===== src/rtl/core/gbe_pkg.sv =====
// Shared types, constants and colour conversion for the glyph bitmap expander.
`default_nettype none

package gbe_pkg;

    localparam int HRES_DEF       = 320;
    localparam int VRES_DEF       = 240;
    localparam int PIXEL_BITS_DEF = 16;

    localparam int CFG_IDX_W  = 3;
    localparam int CFG_DATA_W = 24;

    localparam int BYTE_W   = 8;
    localparam int PIDX_W   = 17;
    localparam int RLEN_W   = 4;
    localparam int COLOUR_W = 16;
    localparam int RGB_W    = 24;
    localparam int ORG_W    = 11;
    localparam int DIM_W    = 7;
    localparam int SCALE_W  = 4;
    localparam int TOTAL_W  = 13;

    localparam logic [DIM_W-1:0]   GLYPH_MAX = 7'd64;
    localparam logic [SCALE_W-1:0] SCALE_MAX = 4'd8;

    localparam logic [CFG_IDX_W-1:0] REG_ORIGIN_X     = 3'd0;
    localparam logic [CFG_IDX_W-1:0] REG_ORIGIN_Y     = 3'd1;
    localparam logic [CFG_IDX_W-1:0] REG_GLYPH_WIDTH  = 3'd2;
    localparam logic [CFG_IDX_W-1:0] REG_GLYPH_HEIGHT = 3'd3;
    localparam logic [CFG_IDX_W-1:0] REG_SCALE        = 3'd4;
    localparam logic [CFG_IDX_W-1:0] REG_FG_COLOUR    = 3'd5;
    localparam logic [CFG_IDX_W-1:0] REG_BG_COLOUR    = 3'd6;
    localparam logic [CFG_IDX_W-1:0] REG_BG_ENABLE    = 3'd7;

    localparam logic [ORG_W-1:0]   RST_ORIGIN    = 11'd0;
    localparam logic [DIM_W-1:0]   RST_DIM       = 7'd8;
    localparam logic [SCALE_W-1:0] RST_SCALE     = 4'd1;
    localparam logic [RGB_W-1:0]   RST_FG_COLOUR = 24'hffffff;
    localparam logic [RGB_W-1:0]   RST_BG_COLOUR = 24'h000000;

    localparam logic [RGB_W-1:0] MASK_BLUE  = 24'h0000f8;
    localparam logic [RGB_W-1:0] MASK_GREEN = 24'h00f800;
    localparam logic [RGB_W-1:0] MASK_RED   = 24'hf80000;

    typedef struct packed {
        logic load;
        logic line;
        logic next_line;
        logic next_bit;
        logic flush;
    } gbe_cmd_t;

    typedef struct packed {
        logic total_zero;
        logic paints;
        logic line_last;
        logic byte_last;
        logic pend_valid;
        logic out_free;
    } gbe_stat_t;

    function automatic logic [COLOUR_W-1:0] convert_colour(input logic [RGB_W-1:0] c,
                                                          input logic rgb555);
        logic [RGB_W-1:0] packed555;
        logic [RGB_W-1:0] packed332;
        packed555 = ((c & MASK_BLUE) >> 3) | ((c & MASK_GREEN) >> 6) | ((c & MASK_RED) >> 9);
        packed332 = {16'd0, c[23:21], c[15:13], c[7:6]};
        if (rgb555)
            return packed555[COLOUR_W-1:0];
        else
            return packed332[COLOUR_W-1:0];
    endfunction

endpackage

`default_nettype wire


===== src/rtl/core/gbe_if.sv =====
// Stream interfaces for bitmap bytes in and pixel runs out.
`default_nettype none

interface gbe_byte_if;
    logic                      valid;
    logic                      ready;
    logic [gbe_pkg::BYTE_W-1:0] bitmap_byte;

    modport source (output valid, output bitmap_byte, input ready);
    modport sink   (input valid, input bitmap_byte, output ready);
endinterface

interface gbe_run_if;
    logic                         valid;
    logic                         ready;
    logic [gbe_pkg::PIDX_W-1:0]   pixel_index;
    logic [gbe_pkg::RLEN_W-1:0]   run_length;
    logic [gbe_pkg::COLOUR_W-1:0] pixel_colour;
    logic                         last;

    modport source (output valid, output pixel_index, output run_length,
                    output pixel_colour, output last, input ready);
    modport sink   (input valid, input pixel_index, input run_length,
                    input pixel_colour, input last, output ready);
endinterface

`default_nettype wire


===== src/rtl/core/gbe_ctrl.sv =====
// Sequencing state machine: walks the bits of one byte and the scaled lines of each bit.
`default_nettype none

module gbe_ctrl (
    input  wire logic               clk,
    input  wire logic               rst_n,
    input  wire logic               in_valid,
    output logic                    in_ready,
    input  wire gbe_pkg::gbe_stat_t stat,
    output gbe_pkg::gbe_cmd_t       cmd
);
    import gbe_pkg::*;

    localparam logic [1:0] ST_IDLE  = 2'd0;
    localparam logic [1:0] ST_STEP  = 2'd1;
    localparam logic [1:0] ST_FLUSH = 2'd2;

    logic [1:0] state_reg;
    logic [1:0] state_next;
    logic       step_ok;
    logic       bit_go;

    always_ff @(posedge clk or negedge rst_n)
    begin
        if (!rst_n)
            state_reg <= ST_IDLE;
        else
            state_reg <= state_next;
    end

    // A line may only be captured when the pending run has somewhere to go.
    assign step_ok = !stat.pend_valid || stat.out_free;

    always_comb
    begin
        state_next = state_reg;
        cmd        = '0;
        in_ready   = 1'b0;
        bit_go     = 1'b0;
        case (state_reg)
            ST_IDLE:
            begin
                in_ready = 1'b1;
                if (in_valid)
                begin
                    cmd.load = 1'b1;
                    if (!stat.total_zero)
                        state_next = ST_STEP;
                end
            end
            ST_STEP:
            begin
                if (step_ok)
                begin
                    if (stat.paints)
                    begin
                        cmd.line = 1'b1;
                        if (stat.line_last)
                            bit_go = 1'b1;
                        else
                            cmd.next_line = 1'b1;
                    end
                    else
                    begin
                        bit_go = 1'b1;
                    end
                    cmd.next_bit = bit_go;
                    if (bit_go && stat.byte_last)
                        state_next = ST_FLUSH;
                end
            end
            ST_FLUSH:
            begin
                if (!stat.pend_valid)
                begin
                    state_next = ST_IDLE;
                end
                else if (stat.out_free)
                begin
                    cmd.flush  = 1'b1;
                    state_next = ST_IDLE;
                end
            end
            default:
            begin
                state_next = ST_IDLE;
            end
        endcase
    end

endmodule

`default_nettype wire


===== src/rtl/core/gbe_datapath.sv =====
// Glyph counters, run geometry, clipping, colour conversion and the run output registers.
`default_nettype none

module gbe_datapath #(
    parameter int HRES       = gbe_pkg::HRES_DEF,
    parameter int VRES       = gbe_pkg::VRES_DEF,
    parameter int PIXEL_BITS = gbe_pkg::PIXEL_BITS_DEF
) (
    input  wire logic                         clk,
    input  wire logic                         rst_n,
    input  wire logic [gbe_pkg::ORG_W-1:0]    origin_x,
    input  wire logic [gbe_pkg::ORG_W-1:0]    origin_y,
    input  wire logic [gbe_pkg::DIM_W-1:0]    w,
    input  wire logic [gbe_pkg::DIM_W-1:0]    h,
    input  wire logic [gbe_pkg::SCALE_W-1:0]  s,
    input  wire logic [gbe_pkg::RGB_W-1:0]    fg_colour,
    input  wire logic [gbe_pkg::RGB_W-1:0]    bg_colour,
    input  wire logic                         bg_enable,
    input  wire logic                         cfg_clear,
    input  wire logic [gbe_pkg::BYTE_W-1:0]   bitmap_byte,
    input  wire gbe_pkg::gbe_cmd_t            cmd,
    output gbe_pkg::gbe_stat_t                stat,
    output logic                              out_valid,
    input  wire logic                         out_ready,
    output logic [gbe_pkg::PIDX_W-1:0]        pixel_index,
    output logic [gbe_pkg::RLEN_W-1:0]        run_length,
    output logic [gbe_pkg::COLOUR_W-1:0]      pixel_colour,
    output logic                              last
);
    import gbe_pkg::*;

    localparam int CW  = 13;
    localparam int OFW = 9;
    localparam int XW  = $clog2(HRES);
    localparam int YW  = $clog2(VRES);
    localparam logic signed [CW-1:0] HMAX  = CW'(HRES - 1);
    localparam logic signed [CW-1:0] VLIM  = CW'(VRES);
    localparam logic [PIDX_W-1:0]    HMULT = PIDX_W'(HRES);
    localparam logic                 RGB555 = (PIXEL_BITS >= 16);

    logic [BYTE_W-1:0]  byte_reg;
    logic [2:0]         t_reg;
    logic [2:0]         j_reg;
    logic [11:0]        bc_reg;
    logic [5:0]         col_reg;
    logic [5:0]         row_reg;
    logic [OFW-1:0]     x_off_reg;
    logic [OFW-1:0]     y_off_reg;
    logic [TOTAL_W-1:0] total_reg;

    logic                pend_valid_reg;
    logic [PIDX_W-1:0]   pend_pidx_reg;
    logic [RLEN_W-1:0]   pend_rlen_reg;
    logic [COLOUR_W-1:0] pend_colour_reg;

    logic                out_valid_reg;
    logic [PIDX_W-1:0]   out_pidx_reg;
    logic [RLEN_W-1:0]   out_rlen_reg;
    logic [COLOUR_W-1:0] out_colour_reg;
    logic                out_last_reg;

    logic [2:0]            pos;
    logic                  bit_set;
    logic signed [CW-1:0]  ox;
    logic signed [CW-1:0]  oy;
    logic signed [CW-1:0]  xs_raw;
    logic signed [CW-1:0]  xe_raw;
    logic signed [CW-1:0]  xs_clip;
    logic signed [CW-1:0]  xe_clip;
    logic signed [CW-1:0]  y_line;
    logic signed [CW-1:0]  run_span;
    logic                  width_ok;
    logic                  y_in;
    logic                  glyph_last;
    logic                  col_wrap;
    logic                  capture;
    logic                  push;
    logic                  out_free;
    logic [PIDX_W-1:0]     cand_pidx;
    logic [COLOUR_W-1:0]   cand_colour;

    // The bit order within a byte runs downwards from the end of the glyph.
    assign pos     = 3'(total_reg[2:0] - bc_reg[2:0] - 3'd1);
    assign bit_set = byte_reg[pos];

    assign ox = {{(CW-ORG_W){origin_x[ORG_W-1]}}, origin_x};
    assign oy = {{(CW-ORG_W){origin_y[ORG_W-1]}}, origin_y};

    always_comb
    begin
        xs_raw   = ox + $signed({{(CW-OFW){1'b0}}, x_off_reg});
        xe_raw   = xs_raw + $signed({{(CW-SCALE_W){1'b0}}, s}) - $signed(CW'(1));
        xs_clip  = xs_raw[CW-1] ? '0 : xs_raw;
        xe_clip  = (xe_raw > HMAX) ? HMAX : xe_raw;
        width_ok = (s != '0) && (xe_clip >= xs_clip);
        run_span = xe_clip - xs_clip + $signed(CW'(1));
        y_line   = oy + $signed({{(CW-OFW){1'b0}}, y_off_reg})
                      + $signed({{(CW-3){1'b0}}, j_reg});
        y_in     = !y_line[CW-1] && (y_line < VLIM);
    end

    assign cand_pidx   = PIDX_W'(y_line[YW-1:0]) * HMULT + PIDX_W'(xs_clip[XW-1:0]);
    assign cand_colour = convert_colour(bit_set ? fg_colour : bg_colour, RGB555);

    assign glyph_last = (TOTAL_W'(bc_reg) + TOTAL_W'(1)) == total_reg;
    assign col_wrap   = (DIM_W'(col_reg) + DIM_W'(1)) == w;

    assign out_free = !out_valid_reg || out_ready;
    assign capture  = cmd.line && y_in;
    assign push     = (capture && pend_valid_reg) || cmd.flush;

    always_comb
    begin
        // Taken from the live dimensions so that a byte straight after a write sees them.
        stat.total_zero = (w == '0) || (h == '0);
        stat.paints     = (bit_set || bg_enable) && width_ok;
        stat.line_last  = ({1'b0, j_reg} == SCALE_W'(s - SCALE_W'(1)));
        stat.byte_last  = (t_reg == 3'd7) || glyph_last;
        stat.pend_valid = pend_valid_reg;
        stat.out_free   = out_free;
    end

    always_ff @(posedge clk or negedge rst_n)
    begin
        if (!rst_n)
        begin
            total_reg      <= TOTAL_W'(64);
            bc_reg         <= '0;
            col_reg        <= '0;
            row_reg        <= '0;
            x_off_reg      <= '0;
            y_off_reg      <= '0;
            t_reg          <= '0;
            j_reg          <= '0;
            pend_valid_reg <= 1'b0;
            out_valid_reg  <= 1'b0;
        end
        else
        begin
            total_reg <= TOTAL_W'(w) * TOTAL_W'(h);

            if (cfg_clear || (cmd.next_bit && glyph_last))
            begin
                bc_reg    <= '0;
                col_reg   <= '0;
                row_reg   <= '0;
                x_off_reg <= '0;
                y_off_reg <= '0;
            end
            else if (cmd.next_bit)
            begin
                bc_reg <= bc_reg + 12'd1;
                if (col_wrap)
                begin
                    col_reg   <= '0;
                    row_reg   <= row_reg + 6'd1;
                    x_off_reg <= '0;
                    y_off_reg <= OFW'(y_off_reg + OFW'(s));
                end
                else
                begin
                    col_reg   <= col_reg + 6'd1;
                    x_off_reg <= OFW'(x_off_reg + OFW'(s));
                end
            end

            if (cmd.load)
            begin
                t_reg <= '0;
                j_reg <= '0;
            end
            else if (cmd.next_bit)
            begin
                t_reg <= t_reg + 3'd1;
                j_reg <= '0;
            end
            else if (cmd.next_line)
            begin
                j_reg <= j_reg + 3'd1;
            end

            if (capture)
                pend_valid_reg <= 1'b1;
            else if (cmd.flush)
                pend_valid_reg <= 1'b0;

            if (push)
                out_valid_reg <= 1'b1;
            else if (out_ready)
                out_valid_reg <= 1'b0;
        end
    end

    // One run is held back so that the final run of a byte can be marked.
    always_ff @(posedge clk)
    begin
        if (cmd.load)
            byte_reg <= bitmap_byte;
        if (capture)
        begin
            pend_pidx_reg   <= cand_pidx;
            pend_rlen_reg   <= RLEN_W'(run_span);
            pend_colour_reg <= cand_colour;
        end
        if (push)
        begin
            out_pidx_reg   <= pend_pidx_reg;
            out_rlen_reg   <= pend_rlen_reg;
            out_colour_reg <= pend_colour_reg;
            out_last_reg   <= cmd.flush;
        end
    end

    assign out_valid    = out_valid_reg;
    assign pixel_index  = out_pidx_reg;
    assign run_length   = out_rlen_reg;
    assign pixel_colour = out_colour_reg;
    assign last         = out_last_reg;

endmodule

`default_nettype wire


===== src/rtl/core/glyph_bitmap_expander.sv =====
// Top level: configuration registers, sequencer and datapath of the glyph bitmap expander.
// A byte is taken when the block is idle; a bit that paints nothing or is clipped sideways is passed
// over, else its scaled lines are walked, one per unit of scale, one run per cycle for each line on screen.
// A byte passes through accept, bit walk and final run release.
// A held output word stalls the walk.
// Reset loads the register defaults, clears the glyph counters and empties both word stages.
`default_nettype none

module glyph_bitmap_expander #(
    parameter int HRES       = gbe_pkg::HRES_DEF,
    parameter int VRES       = gbe_pkg::VRES_DEF,
    parameter int PIXEL_BITS = gbe_pkg::PIXEL_BITS_DEF
) (
    input  wire logic                            clk,
    input  wire logic                            rst_n,
    input  wire logic                            cfg_we,
    input  wire logic [gbe_pkg::CFG_IDX_W-1:0]   cfg_index,
    input  wire logic [gbe_pkg::CFG_DATA_W-1:0]  cfg_wdata,
    gbe_byte_if.sink                             in_byte,
    gbe_run_if.source                            out_run
);
    import gbe_pkg::*;

    logic [ORG_W-1:0]   origin_x_reg;
    logic [ORG_W-1:0]   origin_y_reg;
    logic [DIM_W-1:0]   width_reg;
    logic [DIM_W-1:0]   height_reg;
    logic [SCALE_W-1:0] scale_reg;
    logic [RGB_W-1:0]   fg_colour_reg;
    logic [RGB_W-1:0]   bg_colour_reg;
    logic               bg_enable_reg;

    logic [DIM_W-1:0]   w;
    logic [DIM_W-1:0]   h;
    logic [SCALE_W-1:0] s;
    logic               in_ready;
    gbe_cmd_t           cmd;
    gbe_stat_t          stat;

    always_ff @(posedge clk or negedge rst_n)
    begin
        if (!rst_n)
        begin
            origin_x_reg  <= RST_ORIGIN;
            origin_y_reg  <= RST_ORIGIN;
            width_reg     <= RST_DIM;
            height_reg    <= RST_DIM;
            scale_reg     <= RST_SCALE;
            fg_colour_reg <= RST_FG_COLOUR;
            bg_colour_reg <= RST_BG_COLOUR;
            bg_enable_reg <= 1'b0;
        end
        else if (cfg_we)
        begin
            case (cfg_index)
                REG_ORIGIN_X:     origin_x_reg  <= cfg_wdata[ORG_W-1:0];
                REG_ORIGIN_Y:     origin_y_reg  <= cfg_wdata[ORG_W-1:0];
                REG_GLYPH_WIDTH:  width_reg     <= cfg_wdata[DIM_W-1:0];
                REG_GLYPH_HEIGHT: height_reg    <= cfg_wdata[DIM_W-1:0];
                REG_SCALE:        scale_reg     <= cfg_wdata[SCALE_W-1:0];
                REG_FG_COLOUR:    fg_colour_reg <= cfg_wdata[RGB_W-1:0];
                REG_BG_COLOUR:    bg_colour_reg <= cfg_wdata[RGB_W-1:0];
                REG_BG_ENABLE:    bg_enable_reg <= cfg_wdata[0];
                default:          ;
            endcase
        end
    end

    // Oversized dimensions and scale saturate rather than wrap.
    assign w = (width_reg > GLYPH_MAX) ? GLYPH_MAX : width_reg;
    assign h = (height_reg > GLYPH_MAX) ? GLYPH_MAX : height_reg;
    assign s = (scale_reg > SCALE_MAX) ? SCALE_MAX : scale_reg;

    gbe_ctrl u_ctrl (
        .clk      (clk),
        .rst_n    (rst_n),
        .in_valid (in_byte.valid),
        .in_ready (in_ready),
        .stat     (stat),
        .cmd      (cmd)
    );

    gbe_datapath #(
        .HRES       (HRES),
        .VRES       (VRES),
        .PIXEL_BITS (PIXEL_BITS)
    ) u_datapath (
        .clk          (clk),
        .rst_n        (rst_n),
        .origin_x     (origin_x_reg),
        .origin_y     (origin_y_reg),
        .w            (w),
        .h            (h),
        .s            (s),
        .fg_colour    (fg_colour_reg),
        .bg_colour    (bg_colour_reg),
        .bg_enable    (bg_enable_reg),
        .cfg_clear    (cfg_we),
        .bitmap_byte  (in_byte.bitmap_byte),
        .cmd          (cmd),
        .stat         (stat),
        .out_valid    (out_run.valid),
        .out_ready    (out_run.ready),
        .pixel_index  (out_run.pixel_index),
        .run_length   (out_run.run_length),
        .pixel_colour (out_run.pixel_colour),
        .last         (out_run.last)
    );

    assign in_byte.ready = in_ready;

endmodule

`default_nettype wire


===== src/flat_wrapper.sv =====
// flat-port wrapper written by rule: the top's interface ports become plain ports
module glyph_bitmap_expander_flat import gbe_pkg::*;
#(
    parameter int HRES       = gbe_pkg::HRES_DEF,
    parameter int VRES       = gbe_pkg::VRES_DEF,
    parameter int PIXEL_BITS = gbe_pkg::PIXEL_BITS_DEF
)
  (clk, rst_n, cfg_we, cfg_index, cfg_wdata, in_byte_valid, in_byte_bitmap_byte, in_byte_ready, out_run_valid, out_run_pixel_index, out_run_run_length, out_run_pixel_colour, out_run_last, out_run_ready);
  gbe_byte_if in_byte_i ();
  gbe_run_if out_run_i ();
  input  wire logic clk;
  input  wire logic rst_n;
  input  wire logic cfg_we;
  input  wire logic [gbe_pkg::CFG_IDX_W-1:0] cfg_index;
  input  wire logic [gbe_pkg::CFG_DATA_W-1:0] cfg_wdata;
  input wire logic [$bits(in_byte_i.valid)-1:0] in_byte_valid;
  input wire logic [$bits(in_byte_i.bitmap_byte)-1:0] in_byte_bitmap_byte;
  output wire logic [$bits(in_byte_i.ready)-1:0] in_byte_ready;
  output wire logic [$bits(out_run_i.valid)-1:0] out_run_valid;
  output wire logic [$bits(out_run_i.pixel_index)-1:0] out_run_pixel_index;
  output wire logic [$bits(out_run_i.run_length)-1:0] out_run_run_length;
  output wire logic [$bits(out_run_i.pixel_colour)-1:0] out_run_pixel_colour;
  output wire logic [$bits(out_run_i.last)-1:0] out_run_last;
  input wire logic [$bits(out_run_i.ready)-1:0] out_run_ready;
  assign in_byte_i.valid = in_byte_valid;
  assign in_byte_i.bitmap_byte = in_byte_bitmap_byte;
  assign in_byte_ready = in_byte_i.ready;
  assign out_run_valid = out_run_i.valid;
  assign out_run_pixel_index = out_run_i.pixel_index;
  assign out_run_run_length = out_run_i.run_length;
  assign out_run_pixel_colour = out_run_i.pixel_colour;
  assign out_run_last = out_run_i.last;
  assign out_run_i.ready = out_run_ready;
  glyph_bitmap_expander #(.HRES(HRES), .VRES(VRES), .PIXEL_BITS(PIXEL_BITS)) u_core (.clk(clk), .rst_n(rst_n), .cfg_we(cfg_we), .cfg_index(cfg_index), .cfg_wdata(cfg_wdata), .in_byte(in_byte_i), .out_run(out_run_i));
endmodule

===== config.mk =====
export PLATFORM = sky130hd
export DESIGN_NAME = glyph_bitmap_expander_flat
export DESIGN_NICKNAME = d
export VERILOG_FILES = /design/src/rtl/core/gbe_pkg.sv /design/src/rtl/core/gbe_if.sv /design/src/rtl/core/gbe_ctrl.sv /design/src/rtl/core/gbe_datapath.sv /design/src/rtl/core/glyph_bitmap_expander.sv /design/src/flat_wrapper.sv
export SDC_FILE = /design/constraint.sdc
export NUM_CORES = 1
export LEC_CHECK = 0
export ABC_AREA = 1
export BUFFER_PORTS_ARGS = -buffer_cell sky130_fd_sc_hd__buf_2
export CAP_MARGIN = 25
export CORE_ASPECT_RATIO = 1.1
export CORE_UTILIZATION = 55
export CTS_CLUSTER_DIAMETER = 120
export DETAILED_ROUTE_END_ITERATION = 6
export GPL_TIMING_DRIVEN = 0
export PLACE_DENSITY = 0.81
export SYNTH_ARGS = -nofsm -noshare
export SYNTH_HDL_FRONTEND = slang
export SYNTH_SLANG_ARGS = --single-unit
export TNS_END_PERCENT = 5

===== constraint.sdc =====
create_clock -name clk -period 10.25 [get_ports clk]
set_clock_uncertainty 0.15 [all_clocks]
set_input_delay 2.05 -clock clk [delete_from_list [all_inputs] [get_ports clk]]
set_output_delay 2.05 -clock clk [all_outputs]
set_load 0.01 [all_outputs]

==> impl_metrics.env <==
export IMPL_dp_slack_ps=2860
export IMPL_num_rows=58
export IMPL_cpMostUsedCell="nand2_1"
export IMPL_drive_gt1_share_pct=13.3
export IMPL_avgSynthCellArea_sq_um=9.22
export IMPL_fin_crit_ps=7430
export IMPL_cap_viol_max_count=0
export IMPL_drc=0
export IMPL_async_flop_share_pct=61.6
export IMPL_syn_area_sq_mm=0.0131
export IMPL_overflow=0
export IMPL_cts_repair_resize_count=0
export IMPL_routed_wl_mm=28.7
export IMPL_hold_viol=0
export IMPL_ctsRootBufferMaster="clkbuf_16"
export IMPL_status="finished, final reports clean"
export IMPL_max_slew_margin_pct=36.4
export IMPL_first_iter_violations=580
export IMPL_cp_end_kind="register"
export IMPL_die_area_sq_mm=0.0245
export IMPL_hold_path_class="reg2reg"
export IMPL_antenna_found_initial=0
export IMPL_postCtsSetupRepairBufs=0
export IMPL_port_buffers=75
export IMPL_die_y_um=164
export IMPL_setup_viol=0
export IMPL_area_growth_pct=12.5
export IMPL_synth_simple_area_share_pct=18.4
export IMPL_final_net_count=1715
export IMPL_ctsHtreeMaxLevel=1
export IMPL_routedWlPerCell_um=15.6
export IMPL_synth_top_family_by_area="simple AND/OR/NAND/NOR gates"
export IMPL_placed_cells=1801
export IMPL_core_sq_mm=0.0231
export IMPL_crit_path_start="u_core.u_datapath.x_off_reg[0]"
export IMPL_num_fill_cells=1810
export IMPL_use_met3_pct=3.11
export IMPL_synth_edf_count=81
export IMPL_clock_sinks=211
export IMPL_io_pins=80
export IMPL_synth_distinct_cells=53
export IMPL_cts_buffer_depth=3
export IMPL_synth_xor_area_share_pct=5.68
export IMPL_cp_max_fo=37
export IMPL_cts_made_buffers=24
export IMPL_ys_seq_area_share_pct=43.5
export IMPL_tightest_slew_ps=951
export IMPL_worst_path_max_delay_cell="nor3_2"
export IMPL_fp_dieW_um=149
export IMPL_top_usage_layer="met2"
export IMPL_grt_util_met1_pct=29.0
export IMPL_cp_num_buf_inv=4
export IMPL_synth_compound_area_share_pct=8.19
export IMPL_ys_warnings_count=0
export IMPL_arrival_ps=7410
export IMPL_max_stage_delay_ps=750
export IMPL_use_met2_pct=43.9
export IMPL_peakVddDrop_uv=165
export IMPL_start_util_pct=56.6
export IMPL_diodes=0
export IMPL_critPathTopFamily="simple AND/OR/NAND/NOR gates"
export IMPL_netlist_instances=1422
export IMPL_power_density_mw_per_mm2=281
export IMPL_cts_tree="done"
export IMPL_vias_per_cell=5.45
export IMPL_timing_rr_start="u_core.u_datapath.x_off_reg[0]"
export IMPL_vias=10100
export IMPL_ys_ff_latch=211
export IMPL_grtUsageTotal_pct=24.2
export IMPL_ant_nets=0
export IMPL_finalCritPeriodShare_pct=72.5
export IMPL_grt_pass1_vias=9906
export IMPL_clk_latency_ps=540
export IMPL_fin_tns_setup_ps=0
export IMPL_rsz0062_at_grt="no"
export IMPL_start_kind="register"
export IMPL_slew_violations=0
export IMPL_grt_start_max_net_pins=75
export IMPL_drt_pass1_iterations=5
export IMPL_layout_cells_non_filler=1845
export IMPL_regArea_sq_mm=0.00571
export IMPL_place_congestion=0.926
export IMPL_synth_fa_ha_area_share_pct=16.1
export IMPL_ys_flop_type="dfrtp_1"
export IMPL_grt_pass1_wl_mm=46.8
export IMPL_fmax_ghz=0.135
export IMPL_dp_hpwl_mm=21.4
export IMPL_total_power_mw=4.14
export IMPL_synthMuxAreaShare_pct=1.29
export IMPL_multi_input_area_sq_mm=0.00652
export IMPL_cts_hold_buf=0
export IMPL_cts_clk_slew_worst_paths_ps=60
export IMPL_syn_nets=1610
export IMPL_p_leak_nw=7.24
export IMPL_fin_ws_ps=2820
export IMPL_crit_required_ps=10230
export IMPL_critical_path_class="reg2reg"
export IMPL_hold_start="u_core.u_datapath.pend_colour_reg[3]"
==> logic make-up after synthesis <==
logic type,Yosys count
fa+ha+maj,148
compound gates,186
flops,211
xor+xnor,85
other cells,1
mux,15
buf+inv,224
simple gates,552
==> routing by layer <==
metal / vias up / routed length [um]
met5: - / 0
met4: 0 / 979
li1: 4885 / -
met1: 4817 / 11600
met2: 297 / 14600
met3: 64 / 1540
==> through the flow <==
stage               cell area, sq um  utilization, %  hold slack (ps)
finish                         14700            63.7              268
global route                   14700            63.7              274
CTS                            14700            63.7              267
detailed placement             13900            60.2              255
global placement               13900            59.9              250
floorplan                      13100               -              250
==> cell type report <==
| class | count | area share [%] |
|---|---|---|
| buffer | 22 | 0.865 |
| clock buffer | 31 | 4.67 |
| clock inverter | 13 | 0.772 |
| inverter | 202 | 5.17 |
| multi-input combinational | 987 | 44.2 |
| sequential | 211 | 38.7 |
| tap | 300 | 2.54 |
| timing repair buffer | 79 | 3.05 |
==> synth_stat cells (2+ instances only) <==
cell / count / share of area, %
a211oi_1: 4 / 0.23
a21boi_0: 3 / 0.17
a21o_1: 2 / 0.11
a21oi_1: 44 / 1.7
a31oi_1: 3 / 0.14
buf_4: 4 / 0.23
buf_6: 4 / 0.34
clkbuf_1: 14 / 0.40
dfrtp_1: 111 / 21
dfstp_2: 19 / 3.8
edfxtp_1: 81 / 19
fa_1: 35 / 5.3
ha_1: 113 / 11
inv_1: 195 / 5.6
inv_2: 6 / 0.17
mux2_2: 15 / 1.3
nand2_1: 312 / 8.9
nand2_2: 5 / 0.24
nand2_4: 3 / 0.26
nand3_1: 65 / 2.5
nand3_2: 4 / 0.31
nand3_4: 3 / 0.40
nand3b_1: 2 / 0.11
nand4_1: 18 / 0.86
nor2_1: 116 / 3.3
nor3_1: 8 / 0.31
nor4_1: 5 / 0.24
nor4_4: 2 / 0.32
o211ai_1: 3 / 0.17
o21ai_0: 92 / 3.5
o21ai_1: 8 / 0.31
o21ai_2: 3 / 0.20
o21bai_1: 4 / 0.23
o22ai_1: 5 / 0.24
o22ai_2: 6 / 0.57
o31ai_1: 2 / 0.11
o32ai_1: 2 / 0.13
or2_2: 3 / 0.14
xnor2_1: 24 / 1.6
xor2_1: 61 / 4.1
==> path summary, 6_finish.rpt <==
path                                                endpoint  slack [ps]  cells after the start
max in group asynchronous                u_core.scale_reg[0]        7840                      2
hold / removal             u_core.u_datapath.pixel_colour[3]         270                      0
setup reg to reg            u_core.u_datapath.pixel_index[4]        2820                     33
min in group asynchronous    u_core.u_datapath.total_reg[12]        1330                      1
setup / recovery            u_core.u_datapath.pixel_index[4]        2820                     33
hold reg to reg            u_core.u_datapath.pixel_colour[3]         270                      0
==> cell usage in the layout, fill, tap and decap left out, types with 5 or more instances in the layout <==
cell type	instances
nand2_1	311
inv_1	195
nor2_1	116
ha_1	113
dfrtp_1	111
o21ai_0	92
edfxtp_1	81
buf_2	74
nand3_1	65
xor2_1	61
a21oi_1	44
fa_1	35
clkbuf_16	26
xnor2_1	24
dfstp_2	19
nand4_1	18
clkbuf_1	17
mux2_2	15
o21ai_1	8
nor3_1	7
nand2_2	6
inv_2	6
buf_6	6
o22ai_2	6
nor4_1	5
o22ai_1	5
==> where the power goes <==
group | switching [mW] | internal [mW] | total, mW
clock | 0.355 | 0.504 | 0.859
combinational | 1.25 | 0.794 | 2.05
sequential | 0.104 | 1.13 | 1.24
No activity file was read; power rests on OpenSTA's default activity.
